**config.mk**
```make
export PLATFORM = sky130hd
export DESIGN_NAME = load_store_lane_align
export DESIGN_NICKNAME = d
export VERILOG_FILES = /design/src/rtl/lsla_pkg.sv /design/src/rtl/lsla_align.sv /design/src/rtl/load_store_lane_align.sv
export SDC_FILE = /design/constraint.sdc
export NUM_CORES = 1
export LEC_CHECK = 0
export BUFFER_PORTS_ARGS = -buffer_cell sky130_fd_sc_hd__buf_2
export CELL_PAD_IN_SITES_DETAIL_PLACEMENT = 1
export CELL_PAD_IN_SITES_GLOBAL_PLACEMENT = 1
export CORE_MARGIN = 1
export CORE_UTILIZATION = 49
export DETAILED_ROUTE_END_ITERATION = 16
export PLACE_DENSITY_LB_ADDON = 0.1
export RECOVER_POWER = 25
export SLEW_MARGIN = 20
export SYNTH_ARGS = -nofsm -noshare
export SYNTH_HDL_FRONTEND = slang
export SYNTH_SLANG_ARGS = --single-unit
```
**constraint.sdc**
```tcl
create_clock -name clk -period 4.3 [get_ports clk]
set_clock_uncertainty 0.1 [all_clocks]
set_input_delay 0.86 -clock clk [delete_from_list [all_inputs] [get_ports clk]]
set_output_delay 0.86 -clock clk [all_outputs]
set_load 0.02 [all_outputs]
```
**src/rtl/lsla_pkg.sv**
```systemverilog
package lsla_pkg;

	localparam logic [3:0] ACT_NONE = 4'd0;
	localparam logic [3:0] ACT_LB   = 4'd1;
	localparam logic [3:0] ACT_LBU  = 4'd2;
	localparam logic [3:0] ACT_LH   = 4'd3;
	localparam logic [3:0] ACT_LHU  = 4'd4;
	localparam logic [3:0] ACT_LW   = 4'd5;
	localparam logic [3:0] ACT_LWL  = 4'd6;
	localparam logic [3:0] ACT_LWR  = 4'd7;
	localparam logic [3:0] ACT_SB   = 4'd8;
	localparam logic [3:0] ACT_SH   = 4'd9;
	localparam logic [3:0] ACT_SW   = 4'd10;
	localparam logic [3:0] ACT_SWL  = 4'd11;
	localparam logic [3:0] ACT_SWR  = 4'd12;
	localparam logic [3:0] ACT_SC   = 4'd13;

	localparam logic [31:0] ALL_ONES = 32'hffff_ffff;

	typedef struct packed {
		logic [3:0]  action;
		logic [1:0]  addr_low;
		logic [31:0] mem_word;
		logic [31:0] reg_value;
	} lsla_in_t;

	typedef struct packed {
		logic [31:0] result_word;
		logic        result_valid;
		logic        store_enable;
		logic [31:0] store_word;
		logic [3:0]  lane_mask;
	} lsla_out_t;

endpackage

```
**src/rtl/lsla_align.sv**
```systemverilog
module lsla_align (
	input  lsla_pkg::lsla_in_t  item,
	output lsla_pkg::lsla_out_t result
);
	import lsla_pkg::*;

	logic [4:0]  bsh;
	logic [4:0]  hsh;
	logic [4:0]  lsh;
	logic [31:0] mem_shr;
	logic [31:0] half_shr;
	logic [31:0] m;

	// byte offset, halfword offset and the left-merge offset (24 - 8*a)
	assign bsh      = {item.addr_low, 3'b000};
	assign hsh      = {item.addr_low[1], 4'b0000};
	assign lsh      = {~item.addr_low, 3'b000};
	assign mem_shr  = item.mem_word >> bsh;
	assign half_shr = item.mem_word >> hsh;

	always_comb begin
		result = '0;
		m      = '0;
		unique case (item.action)
			ACT_LB: begin
				result.result_word  = {{24{mem_shr[7]}}, mem_shr[7:0]};
				result.result_valid = 1'b1;
			end
			ACT_LBU: begin
				result.result_word  = {24'd0, mem_shr[7:0]};
				result.result_valid = 1'b1;
			end
			ACT_LH: begin
				result.result_word  = {{16{half_shr[15]}}, half_shr[15:0]};
				result.result_valid = 1'b1;
			end
			ACT_LHU: begin
				result.result_word  = {16'd0, half_shr[15:0]};
				result.result_valid = 1'b1;
			end
			ACT_LW: begin
				result.result_word  = item.mem_word;
				result.result_valid = 1'b1;
			end
			ACT_LWL: begin
				m = ALL_ONES << lsh;
				result.result_word  = ((item.mem_word << lsh) & m) | (item.reg_value & ~m);
				result.result_valid = 1'b1;
			end
			ACT_LWR: begin
				m = ALL_ONES >> bsh;
				result.result_word  = (mem_shr & m) | (item.reg_value & ~m);
				result.result_valid = 1'b1;
			end
			ACT_SB: begin
				m = 32'h0000_00ff << bsh;
				result.store_word   = ((item.reg_value << bsh) & m) | (item.mem_word & ~m);
				result.lane_mask    = 4'b0001 << item.addr_low;
				result.store_enable = 1'b1;
			end
			ACT_SH: begin
				m = 32'h0000_ffff << hsh;
				result.store_word   = ((item.reg_value << hsh) & m) | (item.mem_word & ~m);
				result.lane_mask    = 4'b0011 << {item.addr_low[1], 1'b0};
				result.store_enable = 1'b1;
			end
			ACT_SW: begin
				result.store_word   = item.reg_value;
				result.lane_mask    = 4'hf;
				result.store_enable = 1'b1;
			end
			ACT_SWL: begin
				m = ALL_ONES >> lsh;
				result.store_word   = ((item.reg_value >> lsh) & m) | (item.mem_word & ~m);
				result.lane_mask    = 4'hf >> (~item.addr_low);
				result.store_enable = 1'b1;
			end
			ACT_SWR: begin
				m = ALL_ONES << bsh;
				result.store_word   = ((item.reg_value << bsh) & m) | (item.mem_word & ~m);
				result.lane_mask    = 4'hf << item.addr_low;
				result.store_enable = 1'b1;
			end
			ACT_SC: begin
				// conditional store always succeeds
				result.store_word   = item.reg_value;
				result.lane_mask    = 4'hf;
				result.store_enable = 1'b1;
				result.result_word  = 32'd1;
				result.result_valid = 1'b1;
			end
			default: begin
				// no operation and unused codes: drive all zeros
				result = '0;
			end
		endcase
	end

endmodule

```
**src/rtl/load_store_lane_align.sv**
```systemverilog
// Load/store lane alignment for a little-endian MIPS32 memory stage. A
// transaction is taken on every clock where start is high (busy is never
// raised) and its result appears on result, flagged by done for exactly one
// cycle. It passes the input register and then the result register, with
// combinational lane shifting and merging between them. Throughput is one
// transaction per clock. The receiver must take each result as it comes.
module load_store_lane_align (
	input  logic                clk,
	input  logic                arst_n,
	input  logic                start,
	output logic                busy,
	input  lsla_pkg::lsla_in_t  item,
	output logic                done,
	output lsla_pkg::lsla_out_t result
);
	import lsla_pkg::*;

	logic      valid_s1;
	lsla_in_t  item_s1;
	lsla_out_t comb_out;
	logic      valid_s2;
	lsla_out_t result_s2;

	assign busy = 1'b0;

	always_ff @(posedge clk or negedge arst_n) begin
		if (!arst_n) begin
			valid_s1 <= 1'b0;
			valid_s2 <= 1'b0;
		end else begin
			valid_s1 <= start;
			valid_s2 <= valid_s1;
		end
	end

	// hold payload when no transaction moves
	always_ff @(posedge clk) begin
		if (start) begin
			item_s1 <= item;
		end
		if (valid_s1) begin
			result_s2 <= comb_out;
		end
	end

	lsla_align u_align (
		.item   (item_s1),
		.result (comb_out)
	);

	assign done   = valid_s2;
	assign result = result_s2;

endmodule

```
==> flow_metrics.py, run 1 <==
metrics = {
    "outcome": {
        "outcome": "finished with violations",
        "violated_checks": "capacitance limit, slew limit",
    },
    "placement": {
        "dp_slack_ns": 1.37,
        "finalWeightedCongestion": 0.869,
        "io_buffers": 143,
        "post_dp_cell_area_um2": 8890,
        "detailedPlacementHpwl_um": 16900,
        "place_inst": 926,
    },
    "yosys": {
        "synth_cells": 607,
        "postSynthNetCount": 680,
        "postSynthRegisterBits": 142,
        "syn-mean-instance-area_um2": 13.3,
        "ys_seq_area_frac": 0.526,
        "synthesis_warning_total": 0,
        "yosys.cell_types.count": 70,
        "synth-async-reset-ratio": 0.0141,
        "post_synth_edffs": 140,
        "ys_dominant_reg_cell": "sky130_fd_sc_hd__edfxtp_1",
        "netlist_area_um2": 8090,
    },
    "sta": {
        "final.min_clock_period_ns": 2.97,
        "timing.final.crit_share": 0.692,
        "clock.fmax_ghz": 0.336,
        "finalHoldViolations": 0,
        "worst_slack_ns": 1.33,
        "final-setup-viol-count": 0,
        "drv_slew": 50,
        "rsz_0062_raised_after_global_routing": "false",
        "timing.setup.tns_ns": 0,
        "tightest_slew_ns": 2.19,
        "max_slew_margin": -0.457,
    },
    "final_layout": {
        "final_common_cell": "sky130_fd_sc_hd__buf_2",
        "antenna_cells_inserted": 0,
        "layout.cell_area.non_filler_um2": 9460,
        "final_cells": 958,
        "final_layout_size_suffix_gt1_frac": 0.325,
        "post-route-util": 0.591,
        "nets": 802,
        "layout_common_cells": "sky130_fd_sc_hd__buf_2, sky130_fd_sc_hd__edfxtp_1, sky130_fd_sc_hd__mux2i_1",
        "layout-area-overhead-vs-synth_pct": 17.0,
    },
    "die": {
        "io-pin-count": 145,
        "start_util": 0.505,
        "die_area_um2": 17000,
        "die-height_um": 130,
        "die_width_um": 130,
        "rows": 46,
        "design.core.area_um2": 16000,
    },
    "routing": {
        "drt_iter0_markers": 726,
        "number_of_remaining_drc_errors": 0,
        "antenna_violating_nets_post_route": 0,
        "wire_per_inst_um": 27.5,
        "vias_per_cell": 6.72,
        "routed-via-count": 6433,
        "first_pass_iters": 5,
        "detailed_route_wire_length_um": 26300,
    },
    "clock_network": {
        "cts_tree": "done",
        "clk_pin_slew_worst_paths_ns": 0.07,
        "cts.repair.resized": 0,
        "max-clock-path-buffers": 2,
        "cts_setup_buffers": 0,
        "htree_num_levels": 4,
        "worstSkewPairLatency_ns": 0.44,
        "cts_root_buf": "sky130_fd_sc_hd__clkbuf_16",
        "cts_hold_buf": 0,
        "numCtsBuffers": 17,
        "clkSinkCount": 142,
    },
    "setup_path": {
        "crit_top_cell": "sky130_fd_sc_hd__mux2_2",
        "cp_slowest_stage_delay_ns": 0.76,
        "worst_ep_required_time_ns": 4.32,
        "end_kind": "register",
        "path_cells": "buf_4 -> mux2_2 -> mux2_2 -> o2111ai_2 -> nand3_1",
        "path_class": "reg -> reg",
        "setup.worst_path.start_class": "register",
        "slowest_stage": "sky130_fd_sc_hd__o2111ai_2",
        "critical_path_arrival_ns": 2.99,
        "path_max_fanout": 25,
    },
    "pwr": {
        "vdd_drop_max_v": 0.000302,
        "power_density_nw_per_um2": 431,
        "leakagePower_nw": 3.77,
    },
    "grt": {
        "grt.overflow.total": 0,
        "global_route.usage.total": 0.322,
        "grt_antenna_before_repair": 0,
        "grt_pass1_wl_um": 39500,
        "pin_count_of_the_biggest_net_entering_global_routing": 84,
        "via_count_of_the_first_global_routing_pass": 6510,
    },
    "run": {
        "drv_cap": 1,
    },
    "min_path": {
        "hold_path_class": "in -> async",
    },
}
==> synth_stat cells (3+ instances only) <==
cell type / n / area share
sky130_fd_sc_hd__buf_2: 19 / 0.012
sky130_fd_sc_hd__nor2_1: 25 / 0.012
sky130_fd_sc_hd__nor3_1: 4 / 0.0025
sky130_fd_sc_hd__a221o_1: 30 / 0.037
sky130_fd_sc_hd__buf_4: 13 / 0.012
sky130_fd_sc_hd__a2111o_1: 3 / 0.0042
sky130_fd_sc_hd__o221ai_1: 5 / 0.0054
sky130_fd_sc_hd__o211ai_1: 6 / 0.0056
sky130_fd_sc_hd__a222oi_1: 10 / 0.012
sky130_fd_sc_hd__mux4_2: 28 / 0.078
sky130_fd_sc_hd__a22o_1: 6 / 0.0065
sky130_fd_sc_hd__a21o_1: 10 / 0.0093
sky130_fd_sc_hd__o2bb2ai_1: 13 / 0.014
sky130_fd_sc_hd__buf_6: 5 / 0.0070
sky130_fd_sc_hd__nand2b_1: 5 / 0.0039
sky130_fd_sc_hd__nand2_1: 36 / 0.017
sky130_fd_sc_hd__a22oi_1: 22 / 0.020
sky130_fd_sc_hd__nand3_1: 24 / 0.015
sky130_fd_sc_hd__a211o_1: 7 / 0.0076
sky130_fd_sc_hd__o22ai_1: 3 / 0.0023
sky130_fd_sc_hd__a21oi_1: 17 / 0.011
sky130_fd_sc_hd__nor4bb_1: 3 / 0.0037
sky130_fd_sc_hd__mux2_2: 13 / 0.018
sky130_fd_sc_hd__buf_1: 3 / 0.0014
sky130_fd_sc_hd__inv_1: 6 / 0.0028
sky130_fd_sc_hd__o21ai_0: 24 / 0.015
sky130_fd_sc_hd__clkbuf_1: 10 / 0.0046
sky130_fd_sc_hd__mux2i_1: 57 / 0.071
sky130_fd_sc_hd__nor2b_1: 10 / 0.0077
sky130_fd_sc_hd__edfxtp_1: 140 / 0.52
sky130_fd_sc_hd__o21a_1: 3 / 0.0028
==> cells by family after synthesis <==
group	count (synthesis)	share of synthesized area
flops	142	0.526
buf+inv	59	0.0424
simple gates	133	0.0904
compound gates	172	0.170
xor+xnor	1	0.00108
mux	99	0.170
other cells	1	0.000464
==> flip-flops by register name, indices dropped and copies added (netlist names) <==
name / cells
item_s1: 70
result: 70
done: 1
valid_s1: 1
==> worst max-delay path, delay by kind of cell, from the launching register on <==
kind	cells	cell delay [ns]
AOI/OAI and AO/OA	1	0.76
muxes	2	0.67
DFF	1	0.47
buffers and inverters	1	0.42
and+or+nand+nor	1	0.21
==> per-stage QoR <==
step | hold slack (ns) | power, mW
2_1_floorplan | 0.464 | 2.33
3_3_place_gp | 0.543 | 2.58
3_5_place_dp | 0.545 | 2.61
4_1_cts | 0.0778 | 4.09
5_1_grt | 0.0759 | 4.21
6_report | 0.0935 | 4.08
==> final cells by class <==
type,instances,area [um2]
Clock inverter,14,149
Clock buffer,18,429
Timing Repair Buffer,154,821
Tap cell,216,270
Fill cell,1634,6540
Sequential cell,142,4250
Inverter,8,30.0
Multi-Input combinational cell,406,3510
==> report_power, final <==
part / leakage, nW / internal [mW] / switching [mW]
clock network: 0.278 / 0.819 / 0.660
registers: 1.38 / 1.69 / 0.167
logic: 2.11 / 0.314 / 0.428
==> layer usage <==
layer,vias up,GRT usage,share of wire
met2,345,0.528,0.50
met4,0,0.135,0.032
met1,3287,0.417,0.40
met5,-,0,0
li1,2748,-,-
met3,53,0.0684,0.073
==> final timing paths <==
check | slack, ns | depth (start not counted) | startpoint | end
worst max-delay path | 1.33 | 5 | item_s1[64] | result[57]
worst min-delay path | 0.09 | 1 | arst_n | valid_s1
worst max register to register | 1.33 | 5 | item_s1[64] | result[57]
worst min register to register | 0.62 | 1 | item_s1[27] | result[31]
max in group asynchronous | 3.89 | 1 | arst_n | done
min in group clk | 0.49 | 1 | item[36] | item_s1[36]
Power figures use the tool's default switching activity.
==> inputs of run 2 (changes only) <==
Settings changed: ABC_AREA set to 1, CORE_UTILIZATION 49 to 42.
Clock period 4.3 ns to 3.1 ns, I/O delays scaled along.
==> run 2 against run 1 <==
  * The run still ends with capacitance limit, slew limit left
  * Cell count rose by 83%
  * Combinational power is 71% higher
  * Synthesized cell count up 120%
  * Critical path type is now in -> reg
  * Largest cell class is now multi-input gates
  * Largest power group unchanged
==> flow_metrics.py, run 2 <==
metrics = {
    "placement": {
        "io_buffers": 143,
        "detailedPlacementHpwl_um": 25600,
        "post_dp_cell_area_um2": 10400,
        "finalWeightedCongestion": 0.904,
    },
    "setup_path": {
        "path_cells": "clkbuf_1 -> buf_12",
        "slowest_stage": "sky130_fd_sc_hd__clkbuf_1",
        "regToRegSetupSlack_ns": 0.69,
        "path_class": "in -> reg",
        "cp_slowest_stage_delay_ns": 1.52,
        "setup.worst_path.start_class": "primary input",
        "worst_ep_required_time_ns": 3.12,
        "worstPathBufferInverterCount": 2,
        "critPathTopFamily": "buffers and inverters",
        "end_kind": "register",
        "path_max_fanout": 38,
        "critical_path_arrival_ns": 2.51,
    },
    "yosys": {
        "post_synth_edffs": 140,
        "synthDominantCellAreaShare": 0.440,
        "syn-mean-instance-area_um2": 7.11,
        "netlist_area_um2": 9560,
        "postSynthRegisterBits": 142,
        "synth_top_cells_by_area": "sky130_fd_sc_hd__edfxtp_1, sky130_fd_sc_hd__nand2_1, sky130_fd_sc_hd__nand3_1, sky130_fd_sc_hd__nor2_1, sky130_fd_sc_hd__inv_1",
        "ys_dominant_reg_cell": "sky130_fd_sc_hd__edfxtp_1",
        "synth_commonest_cells": "sky130_fd_sc_hd__nand2_1, sky130_fd_sc_hd__nand3_1, sky130_fd_sc_hd__edfxtp_1",
        "synth-async-reset-ratio": 0.0141,
        "yosys.cell_types.count": 33,
        "postSynthNetCount": 1419,
        "synth_cells": 1346,
        "post-synth-top-count-cell": "sky130_fd_sc_hd__nand2_1",
        "ys_seq_area_frac": 0.445,
        "synthesis_warning_total": 0,
        "post_synth_top_area_cell": "sky130_fd_sc_hd__edfxtp_1",
    },
    "routing": {
        "routed-via-count": 9693,
        "antenna_violating_nets_post_route": 0,
        "wire_per_inst_um": 20.5,
        "number_of_remaining_drc_errors": 0,
        "first_pass_iters": 5,
        "vias_per_cell": 5.54,
        "detailed_route_wire_length_um": 35900,
        "drt_iter0_markers": 894,
    },
    "die": {
        "start_util": 0.433,
        "die_width_um": 153,
        "io-pin-count": 145,
        "design.core.area_um2": 22100,
        "rows": 54,
        "die-height_um": 153,
        "die_area_um2": 23400,
    },
    "sta": {
        "timing.final.crit_share": 0.802,
        "finalHoldViolations": 0,
        "timing.setup.tns_ns": 0,
        "tightest_slew_ns": 2.17,
        "rsz_0062_raised_after_global_routing": "false",
        "drv_slew": 34,
        "clock.fmax_ghz": 0.402,
        "final-setup-viol-count": 0,
        "final.min_clock_period_ns": 2.48,
        "max_slew_margin": -0.448,
    },
    "grt": {
        "pin_count_of_the_biggest_net_entering_global_routing": 152,
        "via_count_of_the_first_global_routing_pass": 9697,
        "grt_antenna_before_repair": 0,
        "global_route.usage.total": 0.317,
        "grt_pass1_wl_um": 56100,
        "grt.overflow.total": 0,
    },
    "pwr": {
        "power_density_nw_per_um2": 536,
        "vdd_drop_max_v": 0.000267,
        "power_share_of_the_clock_group": 0.349,
        "p_int_mw": 3.85,
        "switching_power_mw": 2.03,
        "swShare": 0.345,
        "leakagePower_nw": 5.41,
        "pwr-share-seq": 0.436,
        "power.combinational.fraction": 0.215,
    },
    "final_layout": {
        "layout_common_cells": "sky130_fd_sc_hd__nand2_1, sky130_fd_sc_hd__nand3_1, sky130_fd_sc_hd__edfxtp_1",
        "layout.filler_cells": 2842,
        "layout.cell_area.non_filler_um2": 11000,
        "final_common_cell": "sky130_fd_sc_hd__nand2_1",
        "nets": 1531,
        "layout-area-overhead-vs-synth_pct": 14.8,
        "antenna_cells_inserted": 0,
        "final_layout_size_suffix_gt1_frac": 0.156,
    },
    "run": {
        "drv_cap": 1,
    },
    "clock_network": {
        "worstSkewPairLatency_ns": 0.44,
        "cts.repair.resized": 0,
        "clk_pin_slew_worst_paths_ns": 0.07,
        "numCtsBuffers": 17,
        "cts_hold_buf": 1,
        "clkSinkCount": 142,
        "cts_tree": "done",
        "htree_num_levels": 4,
        "cts_root_buf": "sky130_fd_sc_hd__clkbuf_16",
        "cts_setup_buffers": 0,
        "max-clock-path-buffers": 2,
    },
    "outcome": {
        "violated_checks": "capacitance limit, slew limit",
        "outcome": "finished with violations",
    },
    "min_path": {
        "hold_path_class": "in -> reg",
    },
}
==> run 2: cell types whose count changed in the layout (fill, tap and decap cells not counted), sizes merged, moves of 29 or more <==
| cell | change |
|---|---|
| mux4 | -29 |
| nor2 | +108 |
| a221o | -30 |
| nand3 | +181 |
| inv | +105 |
| mux2i | -57 |
| nand2 | +553 |
==> run 2: worst paths after layout <==
| kind | end | cells after the start | startpoint |
|---|---|---|---|
| worst min register to register | result[14] | 2 | item_s1[42] |
| worst max-delay path | item_s1[69] | 2 | start |
| min in group asynchronous | done | 2 | arst_n |
| worst max register to register | result[25] | 6 | item_s1[65] |
| max in group asynchronous | valid_s1 | 2 | arst_n |
| worst min-delay path | item_s1[1] | 1 | item[1] |
==> run 2: kinds of logic after synthesis <==
kind of cell / share of synthesized area
AO/OA/AOI/OAI: 0.0387
other: 0.000392
flip-flops: 0.445
AND/OR/NAND/NOR: 0.425
buffers and inverters: 0.0916
==> run 2: layout make-up <==
type	instances	area, um2	area share
clock inverters	14	149	0.0136
inverters	113	433	0.0394
multi-input cells	1019	4440	0.404
repair buffers	165	925	0.0842
flip-flops and latches	142	4260	0.388
clock buffers	18	429	0.0391
well taps	280	350	0.0319
==> run 2: power groups by stage <==
stage,sequential [mW],clock [mW],combinational [mW]
2_1_floorplan,2.65,0,0.702
3_5_place_dp,2.59,0,1.25
5_1_grt,2.58,2.15,1.39
4_1_cts,2.56,2.09,1.26
6_report,2.57,2.05,1.27
3_3_place_gp,2.59,0,1.22
==> run 2: per-layer routing <==
| layer | vias up | routed length, um | global-route usage |
|---|---|---|---|
| met5 | - | 0 | 0 |
| met4 | 0 | 739 | 0.0986 |
| met3 | 50 | 2970 | 0.0556 |
| met2 | 466 | 15300 | 0.469 |
| met1 | 4593 | 16900 | 0.467 |
| li1 | 4584 | - | - |
==> run 2: stage by stage <==
stage          std cells  hold slack (ns)   util  setup slack [ns]  total power [mW]
5_1_grt             1751            0.242  0.497             0.454              6.12
3_3_place_gp        1718            0.304  0.471             0.836              3.81
2_1_floorplan       1346            0.224      -             0.852              3.35
6_report            1751            0.252  0.497             0.615              5.88
4_1_cts             1751            0.239  0.497             0.716              5.90
3_5_place_dp        1718            0.312  0.471             0.727              3.84
==> inputs of run 3 (changes only) <==
Clock period 3.1 ns to 2.45 ns, I/O delays scaled along.
==> run 3 against run 2 <==
  * The flow now finishes without violations
  * Setup slack got worse by 0.35 ns
  * Core utilization increased by 1.3 points
  * Routed wire length decreased by 0.57%
  * Clock-buffer cell count decreased by 1
  * Flip-flop and latch count unchanged
  * Combinational power increased by 31%
  * Via count increased by 0.77%
  * Sequential power increased by 25%
  * Power increased by 34%
  * Critical endpoint is now result[48]
  * Highest routed layer unchanged
==> flow_metrics.py, run 3 (same netlist as run 2, synthesis figures left out) <==
metrics = {
    "pwr": {
        "leakagePower_nw": 5.57,
        "power_density_nw_per_um2": 700,
        "vdd_drop_max_v": 0.000429,
        "p_total_mw": 7.88,
    },
    "sta": {
        "drv_slew": 0,
        "tightest_slew_ns": 1.37,
        "final-setup-viol-count": 0,
        "final.min_clock_period_ns": 2.19,
        "clock.fmax_ghz": 0.458,
        "max_slew_margin": 0.0883,
        "timing.setup.tns_ns": 0,
        "timing.final.crit_share": 0.892,
        "worst_slack_ns": 0.264,
        "rsz_0062_raised_after_global_routing": "false",
        "finalHoldViolations": 0,
    },
    "clock_network": {
        "max-clock-path-buffers": 2,
        "cts_setup_buffers": 0,
        "worstSkewPairLatency_ns": 0.44,
        "cts_tree": "done",
        "cts_root_buf": "sky130_fd_sc_hd__clkbuf_16",
        "numCtsBuffers": 17,
        "htree_num_levels": 4,
        "clkSinkCount": 142,
        "cts.repair.resized": 0,
        "clk_pin_slew_worst_paths_ns": 0.08,
    },
    "setup_path": {
        "end_kind": "register",
        "critPathTopFamily": "buffers and inverters",
        "slowest_stage": "sky130_fd_sc_hd__edfxtp_1",
        "r2r_start": "item_s1[65]",
        "crit_start": "item_s1[65]",
        "critical_path_arrival_ns": 2.28,
        "regToRegSetupSlack_ns": 0.26,
        "cp_slowest_stage_delay_ns": 0.46,
        "worst_r2r_endpoint": "result[48]",
        "worst_ep_required_time_ns": 2.54,
        "setup.worst_path.start_class": "register",
        "worstPathBufferInverterCount": 2,
        "ff2ff_path_depth": 7,
        "path_max_fanout": 43,
        "path_cells": "buf_4 -> buf_4 -> nand2_1 -> a21boi_0 -> nor2_1 -> nor2_1 -> nand2_1",
        "path_class": "reg -> reg",
    },
    "grt": {
        "via_count_of_the_first_global_routing_pass": 9493,
        "grt_pass1_wl_um": 55700,
        "grt_antenna_before_repair": 0,
        "global_route.usage.total": 0.314,
        "grt.overflow.total": 0,
        "pin_count_of_the_biggest_net_entering_global_routing": 72,
    },
    "routing": {
        "first_pass_iters": 6,
        "detailed_route_wire_length_um": 35700,
        "wire_per_inst_um": 20.2,
        "drt_iter0_markers": 843,
        "route.top_layer_used": "met4",
        "routed-via-count": 9768,
        "met3_length_um": 3220,
        "metal_1_wl_um": 16700,
        "vias_per_cell": 5.52,
        "number_of_remaining_drc_errors": 0,
        "routed_met2_length_um": 15300,
        "antenna_violating_nets_post_route": 0,
    },
    "min_path": {
        "min_delay_path_depth": 1,
        "worst_hold_startpoint": "item[2]",
        "hold_path_class": "in -> reg",
        "hold-path-endpoint": "item_s1[2]",
    },
    "final_layout": {
        "final_layout_size_suffix_gt1_frac": 0.168,
        "layout_common_cells": "sky130_fd_sc_hd__nand2_1, sky130_fd_sc_hd__nand3_1, sky130_fd_sc_hd__edfxtp_1",
        "final_common_cell": "sky130_fd_sc_hd__nand2_1",
        "layout-area-overhead-vs-synth_pct": 17.8,
        "layout.cell_area.non_filler_um2": 11300,
        "antenna_cells_inserted": 0,
        "nets": 1552,
    },
    "die": {
        "die_width_um": 153,
        "io-pin-count": 145,
        "rows": 54,
        "die-height_um": 153,
        "die_area_um2": 23400,
        "design.core.area_um2": 22100,
        "start_util": 0.433,
    },
    "placement": {
        "io_buffers": 143,
        "finalWeightedCongestion": 0.887,
        "detailedPlacementHpwl_um": 25700,
        "dp_slack_ns": 0.318,
        "post_dp_cell_area_um2": 10600,
    },
    "outcome": {
        "outcome": "finished, final reports clean",
    },
    "run": {
        "drv_cap": 0,
    },
}
-- run 3: report_power, final --
group / leakage (nW) / internal, mW / switching (mW) / total (mW)
Combinational: 3.88 / 0.508 / 1.15 / 1.66
Clock: 0.314 / 1.83 / 1.17 / 3.00
Sequential: 1.38 / 2.97 / 0.253 / 3.22
Total: 5.57 / 5.31 / 2.58 / 7.88
-- run 3: per-layer routing --
metal,GRT usage,vias up
met5,0,-
met4,0.0779,0
met3,0.0726,31
met2,0.465,451
met1,0.459,4669
li1,-,4617
-- run 3: final cells by class --
class	instances	area, um2
repair buffers	186	1130
clock buffers	17	425
clock inverters	14	231
well taps	280	350
multi-input cells	1019	4440
inverters	113	433
flip-flops and latches	142	4260
fillers	2867	10800
-- run 3: repair_timing --
| item | 4_1_cts | 5_1_grt |
|---|---|---|
| hold buffers | 1 | 0 |
| endpoints found under the setup margin | 0 | 0 |
| hold endpoints to repair | 2 | 0 |
-- run 3: metrics by stage --
stage / utilization / hold WS [ns] / cells
6_report: 0.510 / 0.115 / 1771
3_3_place_gp: 0.480 / 0.175 / 1739
3_5_place_dp: 0.480 / 0.178 / 1739
2_1_floorplan: - / 0.0944 / 1346
5_1_grt: 0.510 / 0.106 / 1771
4_1_cts: 0.510 / 0.106 / 1771
-- run 3: worst max-delay path by stage --
stage                       to  slack (ns)  cells past startpoint
finish              result[48]        0.26                      7
global route        result[48]        0.15                      7
CTS                 result[48]        0.30                      7
detailed placement  result[48]        0.32                      7
global placement    result[39]        0.39                      8
floorplan            result[0]        0.20                      0
